<file path="src/rtl/lkvc_pkg.sv">
// ----------------------------------------------------------------------------
// lkvc_pkg: shared constants and types for the lru key-value cache
// sizes of the entry store, field widths, operation codes and stream widths
// ----------------------------------------------------------------------------
package lkvc_pkg;

	localparam int MAX_ENTRIES = 16;
	localparam int KEY_BITS    = 32;
	localparam int VALUE_BITS  = 32;

	// entry index and rank width, never zero
	localparam int IDX_BITS = (MAX_ENTRIES > 1) ? $clog2(MAX_ENTRIES) : 1;
	// occupancy and capacity width, able to hold MAX_ENTRIES itself
	localparam int CNT_BITS = $clog2(MAX_ENTRIES + 1);
	localparam int CFG_BITS = 5;
	localparam logic [CFG_BITS-1:0] CAPACITY_RESET = CFG_BITS'(16);

	// stream payload widths, padded to whole bytes
	localparam int S_DATA_BITS = ((KEY_BITS + VALUE_BITS + 7) / 8) * 8;
	localparam int M_DATA_BITS = ((VALUE_BITS + 7) / 8) * 8;

	typedef enum logic {
		KIND_GET = 1'b0,
		KIND_PUT = 1'b1
	} kind_t;

	typedef logic [KEY_BITS-1:0]   key_t;
	typedef logic [VALUE_BITS-1:0] value_t;
	typedef logic [IDX_BITS-1:0]   idx_t;
	typedef logic [CNT_BITS-1:0]   cnt_t;

	// result flags carried in m_tuser, highest bit first
	typedef struct packed {
		logic evicted;
		logic hit;
	} result_flags_t;

endpackage

</file>
<file path="src/rtl/lru_key_value_cache.sv">
// ----------------------------------------------------------------------------
// lru_key_value_cache: fully associative key-value store with lru replacement
// get and put requests on a stream, one result transfer per request
// ----------------------------------------------------------------------------
// usage
//   s_* carries requests: s_tuser is the kind (0 get, 1 put), s_tdata holds
//   lookup_key in the low bits and store_value above it (upper pad ignored)
//   m_* carries one result per request: m_tdata holds read_value, m_tuser
//   holds hit (bit 0) and evicted (bit 1)
//   cfg_we/cfg_wdata write the capacity register; write only while idle
// timing
//   a request transfer lands in the input register, the lookup, recency
//   update and replacement are done by one pass of logic from that register,
//   and the result is in the output register at the next edge, so the result
//   is offered one clock edge after its request transfer
//   throughput is one request per cycle: state updates at the same edge as
//   the result register, so the next request sees it at once
// reset
//   all entries invalid, occupancy zero, capacity 16, both stages empty
// stalls
//   while m_tready is low and a result waits, the input register holds its
//   request and s_tready drops once that register is also full
// ----------------------------------------------------------------------------
module lru_key_value_cache (
	input  logic                             clk,
	input  logic                             arst_n,
	input  logic                             cfg_we,
	input  logic [lkvc_pkg::CFG_BITS-1:0]    cfg_wdata,    // capacity
	input  logic                             s_tvalid,
	output logic                             s_tready,
	input  logic [lkvc_pkg::S_DATA_BITS-1:0] s_tdata,      // lookup_key, store_value
	input  logic                             s_tuser,      // kind
	output logic                             m_tvalid,
	input  logic                             m_tready,
	output logic [lkvc_pkg::M_DATA_BITS-1:0] m_tdata,      // read_value
	output logic [1:0]                       m_tuser       // hit, evicted
);

	localparam int N  = lkvc_pkg::MAX_ENTRIES;
	localparam int KB = lkvc_pkg::KEY_BITS;
	localparam int VB = lkvc_pkg::VALUE_BITS;
	localparam int IB = lkvc_pkg::IDX_BITS;
	localparam int CB = lkvc_pkg::CNT_BITS;

	// configuration
	logic [lkvc_pkg::CFG_BITS-1:0] capacity_q;

	// entry state
	logic [N-1:0]        valid_q;
	lkvc_pkg::key_t      key_q   [N];
	lkvc_pkg::value_t    value_q [N];
	lkvc_pkg::idx_t      rank_q  [N];
	lkvc_pkg::cnt_t      occ_q;

	// input register
	logic                s1_valid;
	lkvc_pkg::kind_t     kind_s1;
	lkvc_pkg::key_t      key_s1;
	lkvc_pkg::value_t    val_s1;

	// output register
	logic                    m_valid_q;
	lkvc_pkg::value_t        rd_q;
	lkvc_pkg::result_flags_t flags_q;

	// handshake
	logic advance;
	logic fire;

	assign advance  = !m_valid_q || m_tready;
	assign fire     = s1_valid && advance;
	assign s_tready = !s1_valid || advance;

	// lookup logic
	logic [N-1:0]     match;
	logic             found;
	lkvc_pkg::idx_t   where_idx;
	lkvc_pkg::idx_t   hit_rank;
	lkvc_pkg::value_t hit_value;
	lkvc_pkg::cnt_t   eff_cap;
	lkvc_pkg::cnt_t   occ_m1;
	logic             full;
	logic [N-1:0]     oldest;
	logic             evict;
	logic [N-1:0]     valid_kept;
	lkvc_pkg::idx_t   slot;
	logic             is_put;

	assign is_put = (kind_s1 == lkvc_pkg::KIND_PUT);

	// parallel key compare across all entries
	always_comb begin
		for (int i = 0; i < N; i++) begin
			match[i] = valid_q[i] && (key_q[i] == key_s1);
		end
	end

	assign found = |match;

	// lowest matching index
	always_comb begin
		where_idx = '0;
		for (int i = N - 1; i >= 0; i--) begin
			if (match[i]) begin
				where_idx = IB'(i);
			end
		end
	end

	assign hit_rank  = rank_q[where_idx];
	assign hit_value = value_q[where_idx];

	// capacity 0 acts as 1, anything above the store size as the store size
	always_comb begin
		if (capacity_q == '0) begin
			eff_cap = CB'(1);
		end else if (32'(capacity_q) > N) begin
			eff_cap = CB'(N);
		end else begin
			eff_cap = CB'(capacity_q);
		end
	end

	assign full   = (occ_q != '0) && (occ_q >= eff_cap);
	assign occ_m1 = occ_q - CB'(1);

	// ranks of valid entries run 0 .. occupancy-1, so the oldest has the top one
	always_comb begin
		for (int i = 0; i < N; i++) begin
			oldest[i] = valid_q[i] && (CB'(rank_q[i]) == occ_m1);
		end
	end

	assign evict      = is_put && !found && full;
	assign valid_kept = evict ? (valid_q & ~oldest) : valid_q;

	// lowest free slot after any eviction
	always_comb begin
		slot = '0;
		for (int i = N - 1; i >= 0; i--) begin
			if (!valid_kept[i]) begin
				slot = IB'(i);
			end
		end
	end

	// configuration register
	always_ff @(posedge clk or negedge arst_n) begin
		if (!arst_n) begin
			capacity_q <= lkvc_pkg::CAPACITY_RESET;
		end else if (cfg_we) begin
			capacity_q <= cfg_wdata;
		end
	end

	// input register
	always_ff @(posedge clk or negedge arst_n) begin
		if (!arst_n) begin
			s1_valid <= 1'b0;
		end else if (s_tready) begin
			s1_valid <= s_tvalid;
		end
	end

	always_ff @(posedge clk) begin
		if (s_tready && s_tvalid) begin
			kind_s1 <= lkvc_pkg::kind_t'(s_tuser);
			key_s1  <= s_tdata[KB-1:0];
			val_s1  <= s_tdata[KB+VB-1:KB];
		end
	end

	// control state: valid bits, ranks, occupancy
	always_ff @(posedge clk or negedge arst_n) begin
		if (!arst_n) begin
			valid_q <= '0;
			occ_q   <= '0;
			for (int i = 0; i < N; i++) begin
				rank_q[i] <= '0;
			end
		end else if (fire) begin
			if (found) begin
				// touch: entries more recent than the hit age by one
				for (int i = 0; i < N; i++) begin
					if (valid_q[i] && (rank_q[i] < hit_rank)) begin
						rank_q[i] <= rank_q[i] + IB'(1);
					end
				end
				rank_q[where_idx] <= '0;
			end else if (is_put) begin
				// insertion: every kept entry ages, new one is most recent
				for (int i = 0; i < N; i++) begin
					if (valid_kept[i]) begin
						rank_q[i] <= rank_q[i] + IB'(1);
					end
				end
				rank_q[slot] <= '0;
				valid_q      <= valid_kept | (N'(1) << slot);
				if (!evict) begin
					occ_q <= occ_q + CB'(1);
				end
			end
		end
	end

	// key and value payload
	always_ff @(posedge clk) begin
		if (fire && is_put) begin
			if (found) begin
				value_q[where_idx] <= val_s1;
			end else begin
				key_q[slot]   <= key_s1;
				value_q[slot] <= val_s1;
			end
		end
	end

	// output register
	always_ff @(posedge clk or negedge arst_n) begin
		if (!arst_n) begin
			m_valid_q <= 1'b0;
		end else if (advance) begin
			m_valid_q <= s1_valid;
		end
	end

	always_ff @(posedge clk) begin
		if (fire) begin
			flags_q.hit     <= found;
			flags_q.evicted <= evict;
			if (is_put) begin
				rd_q <= '0;
			end else if (found) begin
				rd_q <= hit_value;
			end else begin
				rd_q <= '1;
			end
		end
	end

	assign m_tvalid = m_valid_q;
	assign m_tdata  = lkvc_pkg::M_DATA_BITS'(rd_q);
	assign m_tuser  = {flags_q.evicted, flags_q.hit};

	// assertions

	// occupancy tracks the number of valid entries
	a_occ_count: assert property (@(posedge clk) disable iff (!arst_n)
		32'($countones(valid_q)) == 32'(occ_q))
		else $error("occupancy differs from valid entry count");

	// occupancy never exceeds the store
	a_occ_bound: assert property (@(posedge clk) disable iff (!arst_n)
		32'(occ_q) <= N)
		else $error("occupancy above store size");

	// keys of valid entries are unique
	a_one_match: assert property (@(posedge clk) disable iff (!arst_n)
		s1_valid |-> $onehot0(match))
		else $error("key present in more than one entry");

	// an eviction only happens on a miss
	a_evict_miss: assert property (@(posedge clk) disable iff (!arst_n)
		m_valid_q |-> !(flags_q.hit && flags_q.evicted))
		else $error("eviction reported on a hit");

	// a full store that misses on a put must find an oldest entry
	a_oldest: assert property (@(posedge clk) disable iff (!arst_n)
		(fire && evict) |-> $onehot(oldest))
		else $error("no unique least recent entry");

endmodule
</file>
<file path="config.mk">
export PLATFORM = sky130hd
export DESIGN_NAME = lru_key_value_cache
export DESIGN_NICKNAME = d
export VERILOG_FILES = /design/src/rtl/lkvc_pkg.sv /design/src/rtl/lru_key_value_cache.sv
export SDC_FILE = /design/constraint.sdc
export NUM_CORES = 2
export LEC_CHECK = 0
export ABC_AREA = 1
export BUFFER_PORTS_ARGS = -buffer_cell sky130_fd_sc_hd__buf_2
export CAP_MARGIN = 20
export CORE_UTILIZATION = 35
export CTS_CLUSTER_DIAMETER = 80
export CTS_CLUSTER_SIZE = 12
export DETAILED_ROUTE_END_ITERATION = 7
export SLEW_MARGIN = 20
export SYNTH_ARGS = -nofsm -noshare
export SYNTH_HDL_FRONTEND = slang
export SYNTH_SLANG_ARGS = --single-unit
</file>
<file path="constraint.sdc">
create_clock -name clk -period 8.83 [get_ports clk]
set_clock_uncertainty 0.05 [all_clocks]
set_input_delay 1.3245 -clock clk [delete_from_list [all_inputs] [get_ports clk]]
set_output_delay 1.3245 -clock clk [all_outputs]
set_load 0.05 [all_outputs]
</file>
==> run_results.csv <==
group,metric,value,unit
pwr,power_frac_clock,28.9,%
synth,yosys-top-cells-area,"edfxtp_1 60%, nand2_1 8.3%, dfrtp_1 4.0%",
synth,synth_area,56700,um2
sta,rsz0062_at_grt,"false",
drt,routedWlPerCell,23.4,um
global_routing,grt_max_degree,79,
synth,synth_warnings,0,
drt,num_vias,41095,
place,postPlaceCellArea,60000,um2
hold_path,min_path_type,"flip-flop to flip-flop",
final_layout,fillers,15372,
pwr,p_leak,0.0237,uW
clocking,cts_root_buf,"clkbuf_16",
sta,slew_viol_final,0,
place,place_ws,1.50,ns
synth,syn_avg_cell_area,10.7,um2
final_layout,finalInstanceArea,63400,um2
sta,slew_headroom,24.9,%
final_layout,final_cells,7640,
setup_path,critPathKind,"flip-flop to flip-flop",
final_layout,drive_gt1_share,9.34,%
synth,seq_area_frac_synth,63.6,%
sta,finalSetupTns,0,ns
clocking,clk_pin_slew_worst_paths,0.07,ns
sta,period_needed,7.37,ns
pwr,swShare,34.3,%
sta,fin_crit_sh,83.5,%
setup_path,slowest_delay,0.67,ns
setup_path,cp_max_fo,44,
drt,drcViolationCount,0,
place,hpwl,106000,um
clocking,post-cts-setup-buffers,0,
global_routing,antenna_found_initial,2,
sta,fmax,0.136,GHz
flow_run,maxCapViolations,0,
sta,setup_viol,0,
place,gp_congestion,0.909,
setup_path,cpMostUsedCell,"nand2_1",
place,portBuffers,110,
synth,syn_nets,5461,
floorplanning,design.core.area,161000,um2
final_layout,final_common_cell,"nand2_1",
floorplanning,die_area,163000,um2
sta,hold_violations,0,
floorplanning,die_y,404,um
clocking,hold_buffers,0,
global_routing,grt_pass1_wl,264000,um
pwr,p_int,10500,uW
clocking,cts_tree,"done",
sta,setup_slack,1.46,ns
synth,synth_seq_cells,1215,
final_layout,area_growth,11.9,%
drt,postRouteAntennaNets,0,
pwr,net-switching-power,5480,uW
synth,synth_top_cell_area_share,59.5,%
setup_path,crit_path_end_kind,"flip-flop",
place,placedCellCount,7442,
setup_path,cp_slowest_cell,"edfxtp_1",
pwr,power_frac_comb,25.7,%
clocking,clockBufferDepth,3,
floorplanning,die_width,404,um
clocking,cts.sink_count,1215,
clocking,clk_latency,0.78,ns
sta,tightest_slew,1.13,ns
synth,synth_largest_area_cell,"edfxtp_1",
pwr,power.density,252,nW/um2
floorplanning,io_pins,111,
status,status,"finished clean",
global_routing,grt_use_total,21.6,%
floorplanning,start_util,35.3,%
clocking,ctsResizeCount,0,
drt,vias_per_cell,5.38,
final_layout,final_cell_mix,"1254 x nand2_1, 1123 x edfxtp_1, 553 x inv_1",
global_routing,grt_pass1_vias,39295,
synth,synthCells,5315,
floorplanning,rows,147,
global_routing,overflow,0,
drt,wl,179000,um
setup_path,critPathLaunchType,"flip-flop",
final_layout,final_nets,5549,
setup_path,worstPathRequired,9.48,ns
setup_path,crit_arrival,8.02,ns
pwr,ir_worst_vdd,199,uV
drt,firstDrtPassIters,8,
drt,dr.first_iter.drc_count,4881,
pwr,power.share.sequential,45.4,%
clocking,htree_levels,3,
synth,synthDistinctLibCells,56,
clocking,cts_buffers,112,
sta,whs,0.494,ns
[area by class of cell]
class                   count  area [um2]  share of cell area, %
repair buffers            215        1610                   2.55
clock inverters            11         203                  0.320
diodes                      1        2.50                0.00395
well taps                2160        2700                   4.26
clock buffers             179        3060                   4.83
flip-flops and latches   1215       36000                   56.8
multi-input cells        3258       17500                   27.6
inverters                 601        2270                   3.58
[worst max-delay path, delay by kind of cell (launching register included)]
kind	cells	cell delay, ns
flip-flops	1	0.67
AND/OR/NAND/NOR	19	2.72
XOR/XNOR	1	0.17
buffers and inverters	3	1.53
AO/OA/AOI/OAI	5	1.82
adder cells (fa/ha/maj)	1	0.22
[cells in the mapped netlist (all sizes together)]
cell type	count
nand3b	6
a221oi	1
inv	600
o21ai	119
clkinv	1
nor4	1
nand2	1276
xnor2	178
nand4	259
a31oi	1
dfstp	1
a21oi	198
nor2	412
o21bai	3
a2111oi	1
or2	53
dfrtp	91
nor3	10
edfxtp	1123
o211ai	11
o2111ai	134
o22ai	38
nand3	321
and3	1
xor2	77
o21a	4
o221ai	15
clkbuf	139
a41oi	32
buf	102
o31ai	9
ha	71
a211oi	27
[power groups by stage]
stage          clock [uW]  sequential (uW)  combinational (uW)
2_1_floorplan           0             7220                2890
6_report             4620             7240                4110
4_1_cts              4680             7230                4050
3_3_place_gp            0             7340                4000
5_1_grt              4880             7290                4570
3_5_place_dp            0             7350                4040
[routing by layer]
| metal | global-route usage [%] | part of all wire, % | up-vias |
|---|---|---|---|
| met1 | 30.0 | 42 | 20146 |
| met2 | 34.2 | 46 | 2052 |
| met5 | 0 | 0 | - |
| li1 | - | - | 18573 |
| met4 | 8.11 | 3.7 | 0 |
| met3 | 3.21 | 8.9 | 324 |
[logic make-up after synthesis]
logic type,count (synthesis),synth area share [%]
simple gates,2339,18.0
flops,1215,63.6
xor+xnor,255,3.94
fa+ha+maj,71,1.57
buf+inv,842,6.02
compound gates,593,6.83
[final timing paths]
path,to,depth (start not counted),from,slack (ns)
setup / recovery,rank_q[56],29,key_s1[18],1.46
hold / removal,capacity_q[0],2,capacity_q[0],0.49
setup reg to reg,rank_q[56],29,key_s1[18],1.46
hold reg to reg,capacity_q[0],2,capacity_q[0],0.49
max in group asynchronous,rank_q[53],2,arst_n,6.91
min in group asynchronous,rank_q[7],1,arst_n,0.51
[registers in the layout, summed over array words and instances, names as in the netlist]
| register | flops |
|---|---|
| key_q | 512 |
| value_q | 512 |
| rank_q | 64 |
| key_s1 | 32 |
| m_tdata | 32 |
| val_s1 | 32 |
| valid_q | 16 |
| capacity_q | 5 |
| occ_q | 5 |
| m_tuser | 2 |
| is_put | 1 |
| m_tvalid | 1 |
| s1_valid | 1 |
[through the flow]
step,utilization [%],power [uW]
final,39.5,16000
after global routing,39.5,16700
after CTS,39.4,16000
after detailed placement,37.4,11400
after global placement,37.2,11300
after floorplan,-,10100
(Power assumes the default switching activity.)
